`src/hw/rtl/wcot_fifo.sv`:
```
// Small register FIFO with combinational head, used for the command and
// trigger queues. No dependencies.
module wcot_fifo #(
  parameter int unsigned WIDTH = 8,
  parameter int unsigned DEPTH = 4
) (
  input  logic                       clk,
  input  logic                       rst,
  input  logic                       push,
  input  logic [WIDTH-1:0]           wdata,
  input  logic                       pop,
  output logic [WIDTH-1:0]           rdata,
  output logic                       full,
  output logic                       empty,
  output logic [$clog2(DEPTH+1)-1:0] count
);

  localparam int unsigned PW = $clog2(DEPTH);

  logic [WIDTH-1:0] slots [DEPTH];
  logic [PW-1:0]    wr_ptr;
  logic [PW-1:0]    rd_ptr;

  assign rdata = slots[rd_ptr];
  assign full  = (count == ($clog2(DEPTH+1))'(DEPTH));
  assign empty = (count == '0);

  always_ff @(posedge clk) begin
    if (push) begin
      slots[wr_ptr] <= wdata;
    end
  end

  always_ff @(posedge clk) begin
    if (rst) begin
      wr_ptr <= '0;
      rd_ptr <= '0;
      count  <= '0;
    end else begin
      if (push) begin
        wr_ptr <= (wr_ptr == PW'(DEPTH - 1)) ? '0 : wr_ptr + 1'b1;
      end
      if (pop) begin
        rd_ptr <= (rd_ptr == PW'(DEPTH - 1)) ? '0 : rd_ptr + 1'b1;
      end
      if (push && !pop) begin
        count <= count + 1'b1;
      end else if (pop && !push) begin
        count <= count - 1'b1;
      end
    end
  end

endmodule

```
`config.mk`:
```
export PLATFORM = sky130hd
export DESIGN_NAME = wcot_fifo
export DESIGN_NICKNAME = d
export VERILOG_FILES = /design/src/hw/rtl/wcot_fifo.sv
export SDC_FILE = /design/constraint.sdc
export NUM_CORES = 1
export LEC_CHECK = 0
export BUFFER_PORTS_ARGS = -buffer_cell sky130_fd_sc_hd__buf_2
export CORE_MARGIN = 1.5
export CORE_UTILIZATION = 49
export DETAILED_ROUTE_END_ITERATION = 16
export PLACE_DENSITY = 0.78
export SYNTH_ARGS = -nofsm -noshare
export SYNTH_HDL_FRONTEND = slang
export SYNTH_SLANG_ARGS = --single-unit
```
`constraint.sdc`:
```
create_clock -name clk -period 1.4 [get_ports clk]
set_input_delay 0.21 -clock clk [delete_from_list [all_inputs] [get_ports clk]]
set_output_delay 0.21 -clock clk [all_outputs]
set_load 0.03 [all_outputs]
```
Yosys cells after proc, flatten, opt, wreduce, memory -nomap -nowiden
Memories as Yosys holds them, arrays and structs flattened. A register that Yosys moved wholly into a read port is not among the register bits.
Cells that the tools add are included.

operators by class
  add/subtract/negate cells = 4
  equality and inequality tests = 3
  muxes and demuxes = 8
  reductions and logical operators = 6

operator list
  kind                                               count
  2-to-1 mux 2 bit                                   4
  2-to-1 mux 3 bit                                   2
  adder 2 x 1 -> 2 bit (second input constant)       2
  == test 2 bit (second input constant)              2
  adder 3 x 1 -> 3 bit (second input constant)       1
  == test 3 bit (second input constant)              1
  zero test 3 bit                                    1
  subtractor 3 x 1 -> 3 bit (second input constant)  1
  logical AND 1 bit                                  2
  zero test 1 bit                                    2
  2-to-1 mux 1 bit                                   2
  nonzero test 2 bit                                 1

word-level totals
  flip-flop bits (word level) = 7
  RAM bits = 32
  output and inout port bits = 13
  memories = 1

memory list
  name   words  bits a word  rd ports  clocked after memory_dff  wr ports  RTL line  RTL
  slots  4      8            1         1                         1         20        logic [WIDTH-1:0] slots [DEPTH];

Depth between registers and ports, before layout
  depth after elaboration = 4
  gate-level depth with buffers = 7
  gate-level depth less buffers = 7

Worst setup path before layout
OpenSTA, ideal clock, no wires.

  path type = register -> register
  start = register count[0]
  end = register count[2]
  setup time = 0.070 ns
  data arrival time = 1.467 ns
  data required time = 1.330 ns
  slack = -0.137 ns
  cell stages (with the launch flop) = 5
  clock period less this slack = 1.537 ns
  path through = dfxtp_1 > fa_1 > xor2_1 > or3_1 > a21oi_1

between the ends
  word-level cells in the longest chain between the ends = 3
  elaborated cells on any way between the ends = 4
  those cells by class = 2 x add/sub; 2 x mux

ends and longest elaborated chain
  what                       RTL line  RTL
  from (decl)                15        output logic [$clog2(DEPTH+1)-1:0] count
  from (signal assigned)     47        count <= count + 1'b1;
  from (signal assigned)     49        count <= count - 1'b1;
  subtractor 3 x 1 -> 3 bit  49
  2-to-1 mux 3 bit           48        end else if (pop && !push) begin
  2-to-1 mux 3 bit *         46        if (push && !pop) begin

Mark *: on every way between the ends. The rest lies on a longest branch, timed or not. The select of a mux whose other input is x is not followed.
A chain may end at the register's enable or synchronous reset.

==> impl_metrics.yaml <==
yosys:
  synthXorXnorAreaFrac_pct: 1.09
  synth-compound-area-share_pct: 1.25
  synth-simple-area-share_pct: 5.08
  synth_fa_ha_area_share_pct: 5.94
  synthMuxAreaShare_pct: 13.1
  yosys_warnings: 0
  synth_flop_cell: "edfxtp_1"
  synth_top_family_by_area: "multiplexers"
  synthesis.nets: 106
  ys_types: 17
  seq_area_frac_synth_pct: 71.3
  synth_cells: 87
  syn_area_per_cell_um2: 18.4
  async_flop_share_pct: 0
  synth_seq_cells: 41
  synth_edf_count: 32
  netlist_area_mm2: 0.00160
outcome:
  status: "complete, but fails checks"
  violations: "setup timing"
pwr:
  p_int_uw: 2010
  p_comb_share_pct: 20.3
  switching_share_pct: 25.6
  ir_drop_uv: 745
  seqPwrFrac_pct: 52.5
  p_per_area_mw_per_mm2: 1310
  p_leak_uw: 0.000793
  power_uw: 2700
  p_clk_share_pct: 27.2
  switchingPower_uw: 691
flow_run:
  maxCapViolCount: 0
setup_path:
  cp-start-kind: "register"
  arrival_ns: 1.50
  rrSetupSlack_ns: -0.03
  path_cells: "buf_6, mux4_2, buf_6"
  path_delay_family: "multiplexers"
  slowest_stage: "mux4_2"
  crit_path_frequent_cell: "buf_6"
  cp_slowest_stage_delay_ns: 0.51
  cp_max_fo: 4
  critPathKind: "register to output port"
  crit_required_ns: 1.19
  cp.buffers_inverters: 2
  endpoint_kind: "output port"
route:
  met2_length_um: 1490
  routed.top_layer: "met4"
  route.met3.wl_um: 90
  first_iter_violations: 29
  dr_total_vias: 877
  met1_length_um: 970
  routedWlPerCell_um: 14.9
  viasPerCell: 5.01
  firstDrtPassIters: 4
  antenna_left: 0
  drc_errors: 0
  wl_um: 2620
placement:
  io_buffers: 24
  dp_slack_ns: -0.324
  gp_congestion: 0.686
  hpwl_um: 1840
clock_network:
  cts_buffer_depth: 2
  cts_inserted_buffers: 5
  cts_max_level: 2
  cts_hold_buffers: 0
  clock_sink_count: 41
  worstSkewPairLatency_ns: 0.35
  tritoncts: "done"
  root_buffer: "clkbuf_4"
  clkSlewWorstSetupHoldPaths_ns: 0.12
sta:
  worstMarginPinSlew_ns: 0.308
  post-route-min-period_ns: 1.71
  skew_ns: 0.0137
  maxSlewHeadroom_pct: 79.3
  setup_viol: 9
  finalSetupTns_ns: -2.43
  fmax_mhz: 585
  hold_viol: 0
  slew_violations: 0
  fin_crit_sh_pct: 122
  rsz0062_at_grt: "yes"
  timing.hold.ws_ns: 0.0674
  worst_slack_ns: -0.310
finish:
  fin_nets: 149
  n_antenna_cell: 0
  drive_above_1_share_pct: 46.6
  utilization_pct: 66.8
  areaGrowthSynthToFinish_pct: 28.5
  fillers: 207
global_route:
  antenna_found_initial: 0
  overflow: 0
  grt_max_degree: 14
  grt_usage_pct: 17.1
  grt_pass1_vias: 906
  grt_first_pass_wirelength_um: 4080
floorplanning:
  start_util_pct: 52.0
  design.die.area_mm2: 0.00362
  ios: 25
  row_count: 20
  die_h_um: 60.1
  core_mm2: 0.00308
  die_w_um: 60.1
hold_path:
  hp-class: "primary input to register"
## metal layers
layer,up-vias,GRT usage (%)
met3,8,4.55
met2,21,30.3
li1,418,-
met1,430,17.8
met4,0,10.5
met5,-,0
## layout make-up
cell class	count	area (µm²)	share of cell area, %
flip-flops and latches	41	1150	55.7
multi-input cells	39	447	21.7
clock buffers	5	37.5	1.82
repair buffers	38	312	15.1
well taps	44	55.1	2.68
clock inverters	3	41.3	2.01
inverters	5	18.8	0.912
## sequential cells by signal, indices dropped and copies added, names as in the netlist, named ones only
signal  flops
wr_ptr      2
count       3
slots      32
rd_ptr      2
## stage by stage
| step | cell area [µm²] | instances |
|---|---|---|
| finish | 2060 | 175 |
| global route | 2060 | 175 |
| CTS | 2030 | 174 |
| detailed placement | 1880 | 166 |
| global placement | 1880 | 166 |
| floorplan | 1610 | 87 |
## final timing paths
kind	from	end	cells past startpoint
max reg2reg	count[0]	count[2]	4
max	register	rdata[1]	3
min	wdata[2]	slots[3][2]	1
min reg2reg	rd_ptr[1]	rd_ptr[1]	2
## power by group through the flow
stage                     Combinational (µW)  Sequential [µW]  Clock [µW]
after floorplan                          254             1470           0
after global placement                   435             1430           0
after detailed placement                 454             1440           0
after CTS                                518             1410         752
after global routing                     584             1430         802
final                                    547             1420         735
## logic make-up (layout without fill, tap and decap cells)
family	Yosys count	count (layout)
compound gates	4	4
buf+inv	7	51
xor+xnor	2	2
simple gates	15	15
mux	11	11
fa+ha+maj	7	7
flops	41	41
## timing repair
action / CTS / global route
pin swaps: 1 / 2
gates resized for setup: 24 / 6
setup buffers: 0 / 1
setup endpoints to repair: 11 / 11
## cell usage in the layout (no fill, tap or decap), drive strengths merged, types with 2 or more instances in the layout
cell type,instances
xor2,2
nor3b,3
edfxtp,32
a21oi,3
clkbuf,5
buf,38
and2,4
dfxtp,9
mux2i,3
nor2,6
ha,6
mux4,8
inv,5
## synth_stat cells, types with 2 or more instances
| library cell | instances | share of area [%] |
|---|---|---|
| edfxtp_1 | 32 | 60 |
| nor3b_1 | 3 | 1.4 |
| and2_1 | 4 | 1.6 |
| mux4_2 | 8 | 11 |
| ha_1 | 6 | 4.7 |
| a21oi_1 | 3 | 0.94 |
| inv_1 | 5 | 1.2 |
| xor2_1 | 2 | 1.1 |
| dfxtp_1 | 9 | 11 |
| mux2i_1 | 3 | 1.9 |
| nor2_1 | 6 | 1.4 |
(Power assumes the default switching activity.)
