## config.mk

```make
export PLATFORM = sky130hd
export DESIGN_NAME = wcot_front_flat
export DESIGN_NICKNAME = d
export VERILOG_FILES = /design/src/hw/rtl/wcot_pkg.sv /design/src/hw/rtl/wcot_prim_if.sv /design/src/hw/rtl/wcot_front.sv /design/src/flat_wrapper.sv
export SDC_FILE = /design/constraint.sdc
export NUM_CORES = 1
export LEC_CHECK = 0
export ABC_AREA = 1
export BUFFER_PORTS_ARGS = -buffer_cell sky130_fd_sc_hd__buf_4
export CORE_AREA = 2 2 100 102
export DETAILED_ROUTE_END_ITERATION = 10
export DIE_AREA = 0 0 102 104
export PLACE_DENSITY = 0.7
export REMOVE_ABC_BUFFERS = 1
export SYNTH_ARGS = -nofsm -noshare
export SYNTH_HDL_FRONTEND = slang
export SYNTH_SLANG_ARGS = --single-unit
```

## constraint.sdc

```tcl
create_clock -name clk -period 2.3 [get_ports clk]
set_input_delay 0.23 -clock clk [delete_from_list [all_inputs] [get_ports clk]]
set_output_delay 0.23 -clock clk [all_outputs]
set_load 0.03 [all_outputs]
```

## src/hw/rtl/wcot_pkg.sv

```systemverilog
// Shared types and constants for the window channel-occupancy trigger.
// No dependencies; the top level, wcot_front and wcot_back use it by scoped names.
package wcot_pkg;

  localparam int unsigned THRESH_W = 12;
  localparam int unsigned BASE_W   = 32;
  localparam int unsigned SRC_W    = 16;
  localparam int unsigned PROD_W   = THRESH_W + SRC_W;
  localparam int unsigned WIN_W    = 64;
  localparam int unsigned SEQ_W    = 32;
  localparam int unsigned CRATE_W  = 8;
  localparam int unsigned DATA_W   = 32;
  localparam int unsigned ADDR_W   = 3;

  localparam logic [7:0]          FIBER_IGNORED = 8'd2;
  localparam logic [THRESH_W-1:0] THRESH_RESET  = 12'd85;
  localparam logic [SRC_W-1:0]    SRC_MAX       = 16'hffff;

  // register select, taken from paddr bit 2
  localparam logic REG_THRESH = 1'b0;
  localparam logic REG_BASE   = 1'b1;

  // set header carried from front to back
  typedef struct packed {
    logic               first;
    logic               mark;
    logic [CRATE_W-1:0] crate;
    logic [WIN_W-1:0]   wstart;
  } cmd_hdr_t;

  // trigger transaction
  typedef struct packed {
    logic [SEQ_W-1:0]   seq;
    logic [CRATE_W-1:0] crate;
    logic [WIN_W-1:0]   time_stamp;
  } trig_t;

endpackage

```

## src/hw/rtl/wcot_prim_if.sv

```systemverilog
// Primitive input channel: valid/ready handshake with one trigger primitive.
// Depends on nothing.
interface wcot_prim_if;
  logic        valid;
  logic        ready;
  logic [31:0] detector_id;
  logic [63:0] window_start;
  logic [31:0] channel;
  logic        has_primitive;
  logic        first_of_set;

  modport source (output valid, detector_id, window_start, channel, has_primitive,
                  first_of_set, input ready);
  modport sink   (input valid, detector_id, window_start, channel, has_primitive,
                  first_of_set, output ready);
endinterface

```

## src/hw/rtl/wcot_front.sv

```systemverilog
// Front end: takes primitive transactions, drops ignored sets and
// classifies the channel against the channel_base range. Uses wcot_pkg, wcot_prim_if.
module wcot_front #(
  parameter int unsigned CHANNELS = 4096
) (
  input  logic                          clk,
  input  logic                          rst,
  wcot_prim_if.sink                     prim,
  input  logic [wcot_pkg::BASE_W-1:0]   channel_base,
  input  logic                          run,
  input  logic                          queue_full,
  output logic                          push,
  output wcot_pkg::cmd_hdr_t            hdr,
  output logic [$clog2(CHANNELS)-1:0]   addr
);

  localparam int unsigned AW = $clog2(CHANNELS);

  logic                        set_ignored;
  logic                        accept;
  logic                        fiber_ignored;
  logic [wcot_pkg::BASE_W-1:0] offset;
  logic                        in_range;

  assign prim.ready    = run && !queue_full;
  assign accept        = prim.valid && prim.ready;
  assign fiber_ignored = (prim.detector_id[23:16] == wcot_pkg::FIBER_IGNORED);
  assign offset        = prim.channel - channel_base;
  assign in_range      = (offset < wcot_pkg::BASE_W'(CHANNELS));

  assign push = accept && (prim.first_of_set ? !fiber_ignored : !set_ignored);
  assign addr = offset[AW-1:0];

  always_comb begin
    hdr        = '0;
    hdr.first  = prim.first_of_set;
    hdr.mark   = prim.has_primitive && in_range;
    hdr.crate  = prim.detector_id[7:0];
    hdr.wstart = prim.window_start;
  end

  always_ff @(posedge clk) begin
    if (rst) begin
      set_ignored <= 1'b0;
    end else if (accept && prim.first_of_set) begin
      set_ignored <= fiber_ignored;
    end
  end

endmodule

```

## src/flat_wrapper.sv

```systemverilog
// flat-port wrapper written by rule: the top's interface ports become plain ports
module wcot_front_flat 
#(
  parameter int unsigned CHANNELS = 4096
)
  (clk, rst, channel_base, run, queue_full, push, hdr, addr, prim_valid, prim_detector_id, prim_window_start, prim_channel, prim_has_primitive, prim_first_of_set, prim_ready);
  wcot_prim_if prim_i ();
  input  logic clk;
  input  logic rst;
  input  logic [wcot_pkg::BASE_W-1:0] channel_base;
  input  logic run;
  input  logic queue_full;
  output logic push;
  output wcot_pkg::cmd_hdr_t hdr;
  output logic [$clog2(CHANNELS)-1:0] addr;
  input wire logic [$bits(prim_i.valid)-1:0] prim_valid;
  input wire logic [$bits(prim_i.detector_id)-1:0] prim_detector_id;
  input wire logic [$bits(prim_i.window_start)-1:0] prim_window_start;
  input wire logic [$bits(prim_i.channel)-1:0] prim_channel;
  input wire logic [$bits(prim_i.has_primitive)-1:0] prim_has_primitive;
  input wire logic [$bits(prim_i.first_of_set)-1:0] prim_first_of_set;
  output wire logic [$bits(prim_i.ready)-1:0] prim_ready;
  assign prim_i.valid = prim_valid;
  assign prim_i.detector_id = prim_detector_id;
  assign prim_i.window_start = prim_window_start;
  assign prim_i.channel = prim_channel;
  assign prim_i.has_primitive = prim_has_primitive;
  assign prim_i.first_of_set = prim_first_of_set;
  assign prim_ready = prim_i.ready;
  wcot_front #(.CHANNELS(CHANNELS)) u_core (.clk(clk), .rst(rst), .prim(prim_i), .channel_base(channel_base), .run(run), .queue_full(queue_full), .push(push), .hdr(hdr), .addr(addr));
endmodule
```

Yosys cells after proc, flatten, opt, wreduce, memory -nomap -nowiden. Index checks and enable logic that the tools add are counted.

Bits of input ports: 167. Flip-flop bits (word level): 1.

Magnitude comparators: 1. Mux-type cells: 1. Add/sub/neg operators: 1. Reduce and logical (&&, ||, !) cells: 8. Equal/unequal tests: 1.

Operator list (count): < comparator 32 x 13 -> 1 bit, second input constant (1); subtractor 32 bit (1); equality test 8 x 2 -> 1 bit, second input constant (1); logical AND 1 bit (5); zero test 1 bit (3); 2-to-1 mux 1 bit (1).

Depth between registers and ports, before layout.
Word-level depth: 4. Depth in mapped cells: 18.

Worst setup path after synthesis. OpenSTA, ideal clock, no wires.

Path type: input to output. From: in prim_channel[0]. To: out hdr[72] (netlist bit). Stages: 17. Path slack: -68 ps. Arrival: 2138 ps. Cells stage by stage: inv_1 -> ha_1 -> fa_1 -> inv_1 -> nand2_1 -> nand2_1 -> and2_4 -> nand2_2 -> nand3_2 -> nand2_1 -> nand2_1 -> nand3_1 -> nor2_1 -> nand2_1 -> nor2_1 -> nand3_1 -> nor2_1.

RTL lines: start, declared (line flat_wrapper.sv:19) `input wire logic [$bits(prim_i.channel)-1:0] prim_channel;`; end, declared (line flat_wrapper.sv:14) `output wcot_pkg::cmd_hdr_t hdr;`.

==> impl_results.md <==
* Status: finished with violations
* Failing checks: negative setup slack
* Startpoint types: primary input
* Count leader, synth: nand2_1
* Synth top area share at 0.257
* Initial Util at 0.334
* Largest delay share family, worst path: simple AND/OR/NAND/NOR gates
* Syn-to-layout area delta at 37.5%
* Vias in the first global route at 3355
* Slew HR at 0.780
* Routability cong. at 0.997
* Mapped Area at 0.00319 mm²
* CP max stage cell: fa_2
* Rows at 36
* XOR/XNOR share of the synthesized area at 0.0412
* Slew at the pin closest to its max-slew limit at 0.326 ns
* Bufs and invs on worst path at 4
* Multiplexer share of the synthesized area at 0
* Tcrit/Tclk final at 1.01
* Synth Area in Compound Gates at 0.0518
* Nets at 900
* Post-route DRC violation count at 0
* Dpl hpwl at 15500 µm
* Remaining antenna violation count after routing at 0
* CP max FO at 3
* CP cell instances: buf_6 -> inv_4 -> ha_4 -> fa_2 -> inv_2 -> nand2_1 -> nand2_1 -> and2_4 -> nand2_4 -> nand3_4 -> nand2_2 -> nand2_2 -> xnor2_1 -> nand2_1 -> nor2_1 -> nand3_1 -> nor2_4 -> buf_6
* Clk_skew at 0 ns
* Die area at 0.0106 mm²
* DIE HEIGHT at 104 µm
* Worst setup margin at -0.0283 ns
* Place WS at -0.227 ns
* Grt ovf at 0
* Gate Count Post-Synth at 624
* Area leader, netlist: nand2_1
* Total wire length at 16800 µm
* Static Leak at 2.63 nW
* Via/cell ratio at 4.52
* Final core utilization at 0.459
* Max-Cap Viols at 0
* Critical path's most frequent cell: nand2_1
* Max VDD drop at 0.107 mV
* Combinational family with the most area after synthesis: simple AND/OR/NAND/NOR gates
* Arr. time, crit path at 2.10 ns
* Minimum hold slack at 0.398 ns
* RSZ-0062 raised after global routing: true
* Largest net degree at the start of global routing at 6
* Critical Path RT at 2.07 ns
* Register area share after synthesis at 0.00628
* Post-synth EDFFs at 0
* Hold Path Class: primary input to flop
* Avg WL per Cell at 20.2 µm
* Clock transition at path regs at 0 ns
* Pwr/cell area at 273 mW/mm²
* Total Power at 1.20 mW
* Min Tclk post-route at 2.33 ns
* Vias at 3760
* R2r setup slk at 1.70 ns
* Worst-skew pair later-pin latency at 0 ns
* Distinct cells, synth at 29
* Final setup fails at 1
* YS warnings at 0
* Die Wd at 102 µm
* Simple-gate share of the synthesized area at 0.427
* Seq cells post-synth at 1
* Async SR Flop Fraction at 0
* Crit. End Element: output pin
* Fillers at 1087
* Final cell count without fillers at 832
* Largest registers: u_core.set_ignored (1)
* IO buf count at 94
* Io pins at 255
* Cts-stage hold buffer count at 0
* Adder-Cell Fraction of Synth Area at 0.128
* Final Hold Viols at 0
* Max incr delay on CP at 0.35 ns
* Fmax at 429 MHz
* Initial antenna violation count at 0
* 1st-pass router iterations at 4
* Crit Path Class: primary input to output pin
* Global-route wire length before repair at 22600 µm
* Antenna diodes at 0
* Initial DRC Count at 126
* Commonest cells in the synthesized netlist: nand2_1, inv_1, buf_4
* Syn Area/Cell at 5.11 µm²
* Total Routing Usage GR at 0.300
* Cells after DPL at 828
* Max reg flops at 1
* Placeable Area at 0.00955 mm²
* Biggest register: u_core.set_ignored
* Max Slew Vio Count at 0
* Synth Flop Type: dfxtp_1
* Top area cells in the synthesized netlist: nand2_1, inv_1, buf_4
* Share of cells above drive strength 1 at 0.328
==> layout by cell type (no fill, tap or decap), types with 2 or more instances in the layout <==
| cell | instances |
|---|---|
| nor2_4 | 7 |
| nor3_1 | 3 |
| nand3b_1 | 6 |
| a21oi_1 | 14 |
| nand2_2 | 20 |
| nand2_1 | 200 |
| buf_6 | 3 |
| nor2_2 | 9 |
| buf_4 | 145 |
| nand2_4 | 3 |
| ha_1 | 9 |
| nor2_1 | 38 |
| nand3_1 | 21 |
| inv_1 | 145 |
| nand4_1 | 6 |
| ha_4 | 21 |
| xnor2_1 | 4 |
| xor2_1 | 11 |
| a21boi_0 | 2 |
| o21ai_0 | 2 |
| nand3_2 | 5 |
| a21oi_2 | 8 |
==> routing by layer <==
| metal | wire (µm) | track usage |
|---|---|---|
| met5 | 71 | 0.0564 |
| met4 | 597 | 0.0771 |
| met3 | 3990 | 0.329 |
| met2 | 8260 | 0.536 |
| met1 | 3910 | 0.195 |
==> path summary, 6_finish.rpt <==
path | from | end | depth (start not counted)
min | rst | u_core.set_ignored$_SDFFE_PP0P_ | 2
max reg2reg | u_core.set_ignored$_SDFFE_PP0P_ | u_core.set_ignored$_SDFFE_PP0P_ | 2
min reg2reg | u_core.set_ignored$_SDFFE_PP0P_ | u_core.set_ignored$_SDFFE_PP0P_ | 2
max | prim_channel[0] | hdr[72] | 18
==> through the flow <==
step | cell area (µm²) | setup TNS, ns
2_1_floorplan | 2640 | -0.0677
3_3_place_gp | 3880 | -0.206
3_5_place_dp | 3880 | -0.227
4_1_cts | 4080 | -0.0698
5_1_grt | 4380 | -0.207
6_report | 4380 | -0.0283
==> power breakdown <==
group,internal (mW),switching (mW)
registers,0.0183,0.000120
logic,0.546,0.633
clock network,0,0
==> cells by family (layout without fill, tap and decap cells) <==
family                     after synthesis  in the layout
and+or+nand+nor                        326            326
buffers and inverters                  220            295
AOI/OAI and AO/OA                       30             30
adders and majority gates               32             32
DFF                                      1              1
xor gates and xnor gates                15             15
==> cell type report <==
type | instances | area [µm²] | share of cell area
Multi-Input combinational cell | 403 | 2520 | 0.575
Tap cell | 133 | 166 | 0.0380
Timing Repair Buffer | 148 | 1120 | 0.256
Sequential cell | 1 | 20.0 | 0.00457
Inverter | 147 | 554 | 0.127
==> what timing repair did <==
| item | CTS | global route |
|---|---|---|
| resized for setup | 30 | 56 |
| cloned | 0 | 0 |
| setup endpoints to repair | 1 | 1 |
| pin swaps | 8 | 16 |
| buffers inserted | 2 | 2 |
No activity file was read; power rests on OpenSTA's default activity.
